$ cat config.mk
export PLATFORM = sky130hd
export DESIGN_NAME = polygon_perimeter
export DESIGN_NICKNAME = d
export VERILOG_FILES = /design/src/design/pp_pkg.sv /design/src/design/polygon_perimeter.sv /design/src/design/pp_ctrl.sv /design/src/design/pp_dpath.sv
export SDC_FILE = /design/constraint.sdc
export NUM_CORES = 2
export LEC_CHECK = 0
export BUFFER_PORTS_ARGS = -buffer_cell sky130_fd_sc_hd__buf_2
export CAP_MARGIN = 20
export CORE_MARGIN = 5
export CORE_UTILIZATION = 35
export CTS_BUF_LIST = sky130_fd_sc_hd__clkbuf_2
export CTS_CLUSTER_DIAMETER = 60
export DETAILED_ROUTE_END_ITERATION = 7
export PLACE_DENSITY = 0.53
export SYNTH_ARGS = -nofsm -noshare
export SYNTH_HDL_FRONTEND = slang
export SYNTH_HIERARCHICAL = 1
export SYNTH_SLANG_ARGS = --single-unit
export TNS_END_PERCENT = 50
$ cat constraint.sdc
create_clock -name clk -period 7.2 [get_ports clk]
set_clock_uncertainty 0.1 [all_clocks]
set_input_delay 1.44 -clock clk [delete_from_list [all_inputs] [get_ports clk]]
set_output_delay 1.44 -clock clk [all_outputs]
set_load 0.02 [all_outputs]
$ cat src/design/pp_pkg.sv
// Shared types and constants for the polygon perimeter block.
package pp_pkg;

  // Largest value of the perimeter accumulator (unsigned Q.4, 32 bits)
  localparam int unsigned SUM_BITS = 32;
  localparam logic [SUM_BITS-1:0] SUM_MAX = '1;

  // Controller states, one-hot
  typedef enum logic [6:0] {
    ST_IDLE  = 7'b000_0001,
    ST_DIFF  = 7'b000_0010,
    ST_SQR   = 7'b000_0100,
    ST_ADD   = 7'b000_1000,
    ST_ROOT  = 7'b001_0000,
    ST_ACC   = 7'b010_0000,
    ST_EMIT  = 7'b100_0000
  } state_t;

  // Commands from the controller to the datapath
  typedef struct packed {
    logic load;       // capture an accepted vertex
    logic diff;       // form |dx| and |dy| of the current edge
    logic closing;    // edge runs from current vertex back to the first one
    logic square;     // square both differences
    logic radicand;   // add squares, arm the root engine
    logic root_step;  // one bit of the square root
    logic acc;        // saturating add of the edge length
    logic emit;       // load output word, clear polygon state
  } cmd_t;

  // Status from the datapath to the controller
  typedef struct packed {
    logic have_first; // a vertex of the current polygon is held
    logic last;       // held vertex closes the polygon
    logic root_last;  // this root step is the final one
    logic out_free;   // output register can take a word this cycle
  } status_t;

endpackage

$ cat src/design/polygon_perimeter.sv
// Top level of the polygon perimeter block: controller, datapath, checks.
//
//  channel  dir  word contents (lowest bit up)           end marker
//  s_*      in   tdata: x_coord, y_coord (Q12.4 each)    tlast: last_vertex
//  m_*      out  tdata: perimeter (Q.4, 32 bits)         tuser: saturated
//
// A vertex that opens a polygon and is not last is only captured; the input stays ready.
// Any later vertex passes through the states DIFF, SQR, ADD, ROOT and ACC: the square
// root engine yields one bit a cycle over COORD_BITS + 1 steps.
// The last vertex runs the root engine twice (closing edge), then waits in EMIT
// until the output register is free.
// Reset is synchronous; it clears the sequencer, the running sum and the
// output valid. A stalled output word blocks only the next polygon's end.
module polygon_perimeter
  import pp_pkg::*;
#(
  parameter int COORD_BITS = 16
)
(
  input  logic                                    clk,
  input  logic                                    rst,
  input  logic                                    s_tvalid,
  output logic                                    s_tready,
  input  logic [((2*COORD_BITS+7)/8)*8-1:0]       s_tdata,  // x_coord, y_coord
  input  logic                                    s_tlast,  // last_vertex
  output logic                                    m_tvalid,
  input  logic                                    m_tready,
  output logic [SUM_BITS-1:0]                     m_tdata,  // perimeter
  output logic [0:0]                              m_tuser   // saturated
);

  cmd_t    cmd;
  status_t sts;
  logic    sat_flag;

  pp_ctrl u_ctrl (
    .clk      (clk),
    .rst      (rst),
    .s_tvalid (s_tvalid),
    .s_tlast  (s_tlast),
    .s_tready (s_tready),
    .cmd      (cmd),
    .sts      (sts)
  );

  pp_dpath #(
    .COORD_BITS (COORD_BITS)
  ) u_dpath (
    .clk       (clk),
    .rst       (rst),
    .x_in      (s_tdata[COORD_BITS-1:0]),
    .y_in      (s_tdata[2*COORD_BITS-1:COORD_BITS]),
    .last_in   (s_tlast),
    .cmd       (cmd),
    .sts       (sts),
    .m_tvalid  (m_tvalid),
    .m_tready  (m_tready),
    .perimeter (m_tdata),
    .saturated (sat_flag)
  );

  assign m_tuser = sat_flag;

  // A saturated perimeter always reads as the full-scale value
  a_sat_is_max: assert property (@(posedge clk) disable iff (rst)
    (m_tvalid && m_tuser[0]) |-> (m_tdata == SUM_MAX))
    else $error("saturated word without full-scale perimeter");

  // A vertex that does not close the polygon never starts an output word
  a_no_early_word: assert property (@(posedge clk) disable iff (rst)
    (s_tvalid && s_tready && !s_tlast) |=> !$rose(m_tvalid))
    else $error("output word raised by a non-final vertex");

  // No vertex is taken while the root engine is busy
  a_busy_no_accept: assert property (@(posedge clk) disable iff (rst)
    cmd.root_step |-> !s_tready)
    else $error("input accepted during square root");

endmodule

$ cat src/design/pp_ctrl.sv
// Sequencer for the perimeter block: one vertex at a time, edge by edge.
module pp_ctrl
  import pp_pkg::*;
(
  input  logic    clk,
  input  logic    rst,
  input  logic    s_tvalid,
  input  logic    s_tlast,
  output logic    s_tready,
  output cmd_t    cmd,
  input  status_t sts
);

  state_t state, state_next;
  logic   close_edge, close_edge_next;

  // Hold state and the closing-edge flag
  always_ff @(posedge clk) begin
    if (rst) begin
      state      <= ST_IDLE;
      close_edge <= 1'b0;
    end else begin
      state      <= state_next;
      close_edge <= close_edge_next;
    end
  end

  assign s_tready = (state == ST_IDLE);

  // Decode state into commands and pick the next state
  always_comb begin
    state_next      = state;
    close_edge_next = close_edge;
    cmd             = '0;
    cmd.closing     = close_edge;
    case (state)
      ST_IDLE: begin
        if (s_tvalid) begin
          cmd.load = 1'b1;
          if (sts.have_first) begin
            state_next = ST_DIFF;
          end else if (s_tlast) begin
            state_next = ST_EMIT;
          end
        end
      end
      ST_DIFF: begin
        cmd.diff   = 1'b1;
        state_next = ST_SQR;
      end
      ST_SQR: begin
        cmd.square = 1'b1;
        state_next = ST_ADD;
      end
      ST_ADD: begin
        cmd.radicand = 1'b1;
        state_next   = ST_ROOT;
      end
      ST_ROOT: begin
        cmd.root_step = 1'b1;
        if (sts.root_last) begin
          state_next = ST_ACC;
        end
      end
      ST_ACC: begin
        cmd.acc = 1'b1;
        if (sts.last && !close_edge) begin
          // go round once more for the edge back to the first vertex
          close_edge_next = 1'b1;
          state_next      = ST_DIFF;
        end else if (sts.last) begin
          state_next = ST_EMIT;
        end else begin
          state_next = ST_IDLE;
        end
      end
      ST_EMIT: begin
        if (sts.out_free) begin
          cmd.emit        = 1'b1;
          close_edge_next = 1'b0;
          state_next      = ST_IDLE;
        end
      end
      default: begin
        state_next      = ST_IDLE;
        close_edge_next = 1'b0;
      end
    endcase
  end

endmodule

$ cat src/design/pp_dpath.sv
// Datapath: vertex registers, squarers, bit-serial square root, accumulator.
module pp_dpath
  import pp_pkg::*;
#(
  parameter int COORD_BITS = 16
)
(
  input  logic                  clk,
  input  logic                  rst,
  input  logic [COORD_BITS-1:0] x_in,
  input  logic [COORD_BITS-1:0] y_in,
  input  logic                  last_in,
  input  cmd_t                  cmd,
  output status_t               sts,
  output logic                  m_tvalid,
  input  logic                  m_tready,
  output logic [SUM_BITS-1:0]   perimeter,
  output logic                  saturated
);

  localparam int DW = COORD_BITS + 1;             // |difference| width
  localparam int NI = COORD_BITS + 1;             // root bits = iterations
  localparam int RW = 2 * NI;                     // radicand width
  localparam int MW = NI + 4;                     // remainder work width
  localparam int CW = $clog2(NI + 1);             // step counter width
  localparam int AW = ((NI > SUM_BITS) ? NI : SUM_BITS) + 1;
  localparam logic [CW-1:0] LAST_STEP = CW'(NI - 1);

  logic [COORD_BITS-1:0] first_x, first_y, prev_x, prev_y, cur_x, cur_y;
  logic                  have_first, last;
  logic [DW-1:0]         dx, dy;
  logic [RW-1:0]         sqx, sqy, rad;
  logic [MW-3:0]         rem;
  logic [NI-1:0]         root;
  logic [CW-1:0]         step;
  logic [SUM_BITS-1:0]   running_sum;
  logic                  sum_saturated;

  logic [COORD_BITS-1:0] ax, ay;
  logic [DW-1:0]         diff_x, diff_y;
  logic [MW-1:0]         rem_sh, trial;
  logic                  fits;
  logic [AW-1:0]         sum_ext;
  logic                  over;

  // Select the far end of the edge and take signed differences
  always_comb begin
    ax     = cmd.closing ? first_x : prev_x;
    ay     = cmd.closing ? first_y : prev_y;
    diff_x = {ax[COORD_BITS-1], ax} - {cur_x[COORD_BITS-1], cur_x};
    diff_y = {ay[COORD_BITS-1], ay} - {cur_y[COORD_BITS-1], cur_y};
  end

  // One root bit: bring down two radicand bits, try to subtract
  always_comb begin
    rem_sh = {rem, rad[RW-1 -: 2]};
    trial  = {2'b00, root, 2'b01};
    fits   = (rem_sh >= trial);
  end

  // Saturating add of the edge length
  always_comb begin
    sum_ext = AW'(running_sum) + AW'(root);
    over    = (sum_ext[AW-1:SUM_BITS] != '0);
  end

  // Vertex registers
  always_ff @(posedge clk) begin
    if (cmd.load) begin
      cur_x <= x_in;
      cur_y <= y_in;
      last  <= last_in;
      if (!have_first) begin
        first_x <= x_in;
        first_y <= y_in;
        prev_x  <= x_in;
        prev_y  <= y_in;
      end
    end
    if (cmd.diff && !cmd.closing) begin
      prev_x <= cur_x;
      prev_y <= cur_y;
    end
  end

  // Edge arithmetic: magnitudes and squares
  always_ff @(posedge clk) begin
    if (cmd.diff) begin
      dx <= diff_x[DW-1] ? (~diff_x + DW'(1)) : diff_x;
      dy <= diff_y[DW-1] ? (~diff_y + DW'(1)) : diff_y;
    end
    if (cmd.square) begin
      sqx <= RW'(dx * dx);
      sqy <= RW'(dy * dy);
    end
  end

  // Square root engine, one result bit per cycle
  always_ff @(posedge clk) begin
    if (cmd.radicand) begin
      rad  <= sqx + sqy;
      rem  <= '0;
      root <= '0;
      step <= '0;
    end else if (cmd.root_step) begin
      rad  <= {rad[RW-3:0], 2'b00};
      step <= step + CW'(1);
      if (fits) begin
        rem  <= (MW-2)'(rem_sh - trial);
        root <= {root[NI-2:0], 1'b1};
      end else begin
        rem  <= (MW-2)'(rem_sh);
        root <= {root[NI-2:0], 1'b0};
      end
    end
  end

  // Polygon state and output register
  always_ff @(posedge clk) begin
    if (rst) begin
      have_first    <= 1'b0;
      running_sum   <= '0;
      sum_saturated <= 1'b0;
      m_tvalid      <= 1'b0;
    end else begin
      if (cmd.load) begin
        have_first <= 1'b1;
      end
      if (cmd.acc) begin
        if (over) begin
          running_sum   <= SUM_MAX;
          sum_saturated <= 1'b1;
        end else begin
          running_sum <= sum_ext[SUM_BITS-1:0];
        end
      end
      if (cmd.emit) begin
        m_tvalid      <= 1'b1;
        have_first    <= 1'b0;
        running_sum   <= '0;
        sum_saturated <= 1'b0;
      end else if (m_tready) begin
        m_tvalid <= 1'b0;
      end
    end
  end

  // Output word payload
  always_ff @(posedge clk) begin
    if (cmd.emit) begin
      perimeter <= running_sum;
      saturated <= sum_saturated;
    end
  end

  assign sts.have_first = have_first;
  assign sts.last       = last;
  assign sts.root_last  = (step == LAST_STEP);
  assign sts.out_free   = !m_tvalid || m_tready;

endmodule
==> summary.txt <==
STA
  – Unrepaired setup endpoints after global routing: false
  – Slew Limit Fails: 0
  – Final hold violations: 0
  – Slack of the critical path: 0.4784 ns
  – Hold Slack: 0.3373 ns
  – Final setup vio count: 0
  – Setup_tns: 0 ns
  – Final clock period utilization by the worst path: 93.36%
  – Crit path time final: 6.722 ns
  – Worst rel slew slack: 35.05%
  – Max Clk Rate: 0.1488 GHz
  – Least-Margin Pin Slew: 0.9743 ns

Critical path
  – Startpoint Class: register
  – Source of the critical timing path: u_dpath/dy[6]
  – CP required: 7.89 ns
  – CP max FO: 11
  – Reg2reg start: u_dpath/dy[6]
  – Reg2reg setup slack: 0.48 ns
  – Kind of critical path: register to register
  – CP endpoint kind: register
  – Worst Path Arrival: 7.41 ns

Floorplanning
  – Die Area: 103300 um^2
  – Top Ports: 72
  – Die Ht: 321.4 um
  – Core area: 96420 um^2
  – Die X: 321.4 um
  – Std cell rows: 114
  – Starting Density: 35.19%

Placed design
  – Hpwl dp: 57650 um
  – Final Wtd Congestion: 0.8491
  – Worst slack at placement: 0.4816 ns
  – IO buf count: 71
  – Placement Cell Area: 35820 um^2

Clock tree
  – TritonCTS Buffers: 97
  – Worst-path clk slew: 0.11 ns
  – Post-CTS setup buffers: 0
  – Sinks on Clock Net: 348
  – CTS tree: yes
  – Root cell of the clock tree: clkbuf_2
  – Clk Latency, worst-skew pair: 1.13 ns
  – H-tree depth: 3
  – Clock buffer depth: 3

Routing
  – Final WL: 72340 um
  – Final ANT Viol Nets: 0
  – DRC: 0
  – Vias: 22790
  – Initial DRC count: 942
  – Avg WL per Cell: 15.10 um
  – Pre-antenna DRT Iters: 5
  – Via density: 4.755

Yosys
  – Yosys reg bits: 348
  – Count of cell types in the netlist: 98
  – Main synth FF type: edfxtp_1
  – Number of synthesized flops with an enable pin: 264
  – Cells after Synth: 3320
  – Syn nets: 4063
  – Synth warn: 6
  – Async set-or-reset flop fraction in the synthesized netlist: 0%
  – Register area share after synthesis: 28.32%
  – Mean area per synthesized cell: 10.22 um^2
  – Post-Synthesis Cell Area: 33930 um^2

Final layout
  – Area of the multi-input gates: 21570 um^2
  – Most frequent cells in the layout: 634 x inv_1, 384 x fa_1, 322 x ha_1
  – FF/Latch Area: 9610 um^2
  – Leading cell type in the layout, fill and taps excluded: inv_1
  – Fin area: 36730 um^2
  – Share of cells above drive strength 1: 11.01%
  – Nets: 4178
  – Area Overhead vs Synth: 8.253%
  – Fillcell total: 9747

Power and ir drop
  – Psw: 6.934 mW
  – Static Leak: 16.98 nW
  – Clock share of power: 9.6%
  – Overall Power: 14.88 mW
  – Logic pwr share: 69.8%
  – Power per cell area: 405.1 nW/um^2
  – Reg power frac: 20.6%
  – VDD IR max: 0.3910 mV
  – Internal cell power: 7.948 mW
  – Sw Ratio: 46.59%

Global routing
  – Vias in the first global route: 24130
  – Initial antenna violation count: 2
  – Global-route total usage across every layer: 14.33%
  – First-pass GRT wire length: 121800 um
  – Largest net degree at the start of global routing: 68
  – GR Overflow Total: 0

Run status
  – Status: finished, final reports clean

Worst hold path
  – Hold crit path type: register to register
  – Hold_sp: u_dpath/running_sum[16]

Flow run
  – Max-Cap Viols: 0
==> per-stage QoR <==
| stage | util (%) | instances |
|---|---|---|
| floorplan | - | 3320 |
| global placement | 37.14 | 4610 |
| detailed placement | 37.15 | 4611 |
| CTS | 38.06 | 4789 |
| global route | 38.09 | 4791 |
| finish | 38.09 | 4792 |
==> path summary, 6_finish.rpt <==
kind                           end  cells after the start
max reg2reg        u_dpath/sqy[31]                     21
min          u_dpath/perimeter[16]                      0
min reg2reg  u_dpath/perimeter[16]                      0
max                u_dpath/sqy[31]                     21
==> per-layer routing <==
| metal | vias up | wire, um | global-route usage (%) |
|---|---|---|---|
| met2 | 354 | 35090 | 24.75 |
| met3 | 112 | 2462 | 2.265 |
| met5 | - | 13 | 0 |
| met4 | 2 | 1708 | 4.101 |
| li1 | 11270 | - | - |
| met1 | 11050 | 33070 | 18.71 |
==> synth_stat cells, drive strengths merged, types with 82 or more instances <==
cell	number	area (um^2)
ha	322	4029
xnor2	128	1121
dfxtp	84	1682
clkbuf	82	307.8
nand2	247	929.7
inv	634	2380
fa	384	7687
and2	121	758.2
o21ai	108	548.0
a21oi	130	658.1
edfxtp	264	7928
nor2	150	568.0
==> final cells by class <==
cell class                      instances  share of cell area [%]
Multi-Input combinational cell       2240                   58.71
Sequential cell                       348                   26.16
Inverter                              634                   6.479
Tap cell                             1276                   4.346
Clock buffer                          141                   1.921
Timing Repair Buffer                  114                   1.880
Clock inverter                         37                  0.4803
Antenna cell                            2                 0.01363
==> power groups by stage <==
stage	Combinational (mW)	Clock (mW)	Sequential, mW
after floorplan	8.05	0	3.09
after global placement	10.5	0	3.12
after detailed placement	10.5	0	3.12
after CTS	10.5	1.52	3.07
after global routing	11.9	1.62	3.09
final	10.4	1.42	3.07
==> critical path: stages (launching register included) <==
cell and delay, ns:
edfxtp_1 0.59, and2_1 0.29, fa_1 0.52, inv_1 0.05
fa_1 0.48, fa_1 0.52, inv_1 0.05, fa_1 0.48
fa_1 0.49, inv_1 0.05, fa_1 0.47, inv_1 0.04
ha_1 0.34, and3_1 0.19, o2111ai_1 0.09, o211ai_1 0.15
o21ai_0 0.46, a311oi_2 0.25, o2111ai_1 0.33, nand3b_1 0.16
a31oi_1 0.22, xnor2_1 0.08
==> logic make-up after synthesis <==
family                     count (synthesis)  share of synthesized area, %
xor gates and xnor gates                 188                         4.875
muxes                                     96                         3.061
buffers and inverters                    732                         8.249
DFF                                      348                         28.32
adders and majority gates                706                         34.53
AOI/OAI and AO/OA                        516                         10.07
and+or+nand+nor                          734                         10.90
==> registers in the layout, summed over array words and instances, names as in the netlist, 17 cells and up <==
| register | flops |
|---|---|
| u_dpath/running_sum | 32 |
| u_dpath/dx | 17 |
| u_dpath/perimeter | 32 |
| u_dpath/sqx | 33 |
| u_dpath/root | 17 |
| u_dpath/rem | 19 |
| u_dpath/dy | 17 |
| u_dpath/sqy | 33 |
| u_dpath/rad | 34 |
==> what timing repair did <==
item                       4_1_cts  5_1_grt
hold buffers                     0        0
gates resized for setup          0        1
setup endpoints to repair        0        1
No activity file was read; power rests on OpenSTA's default activity.
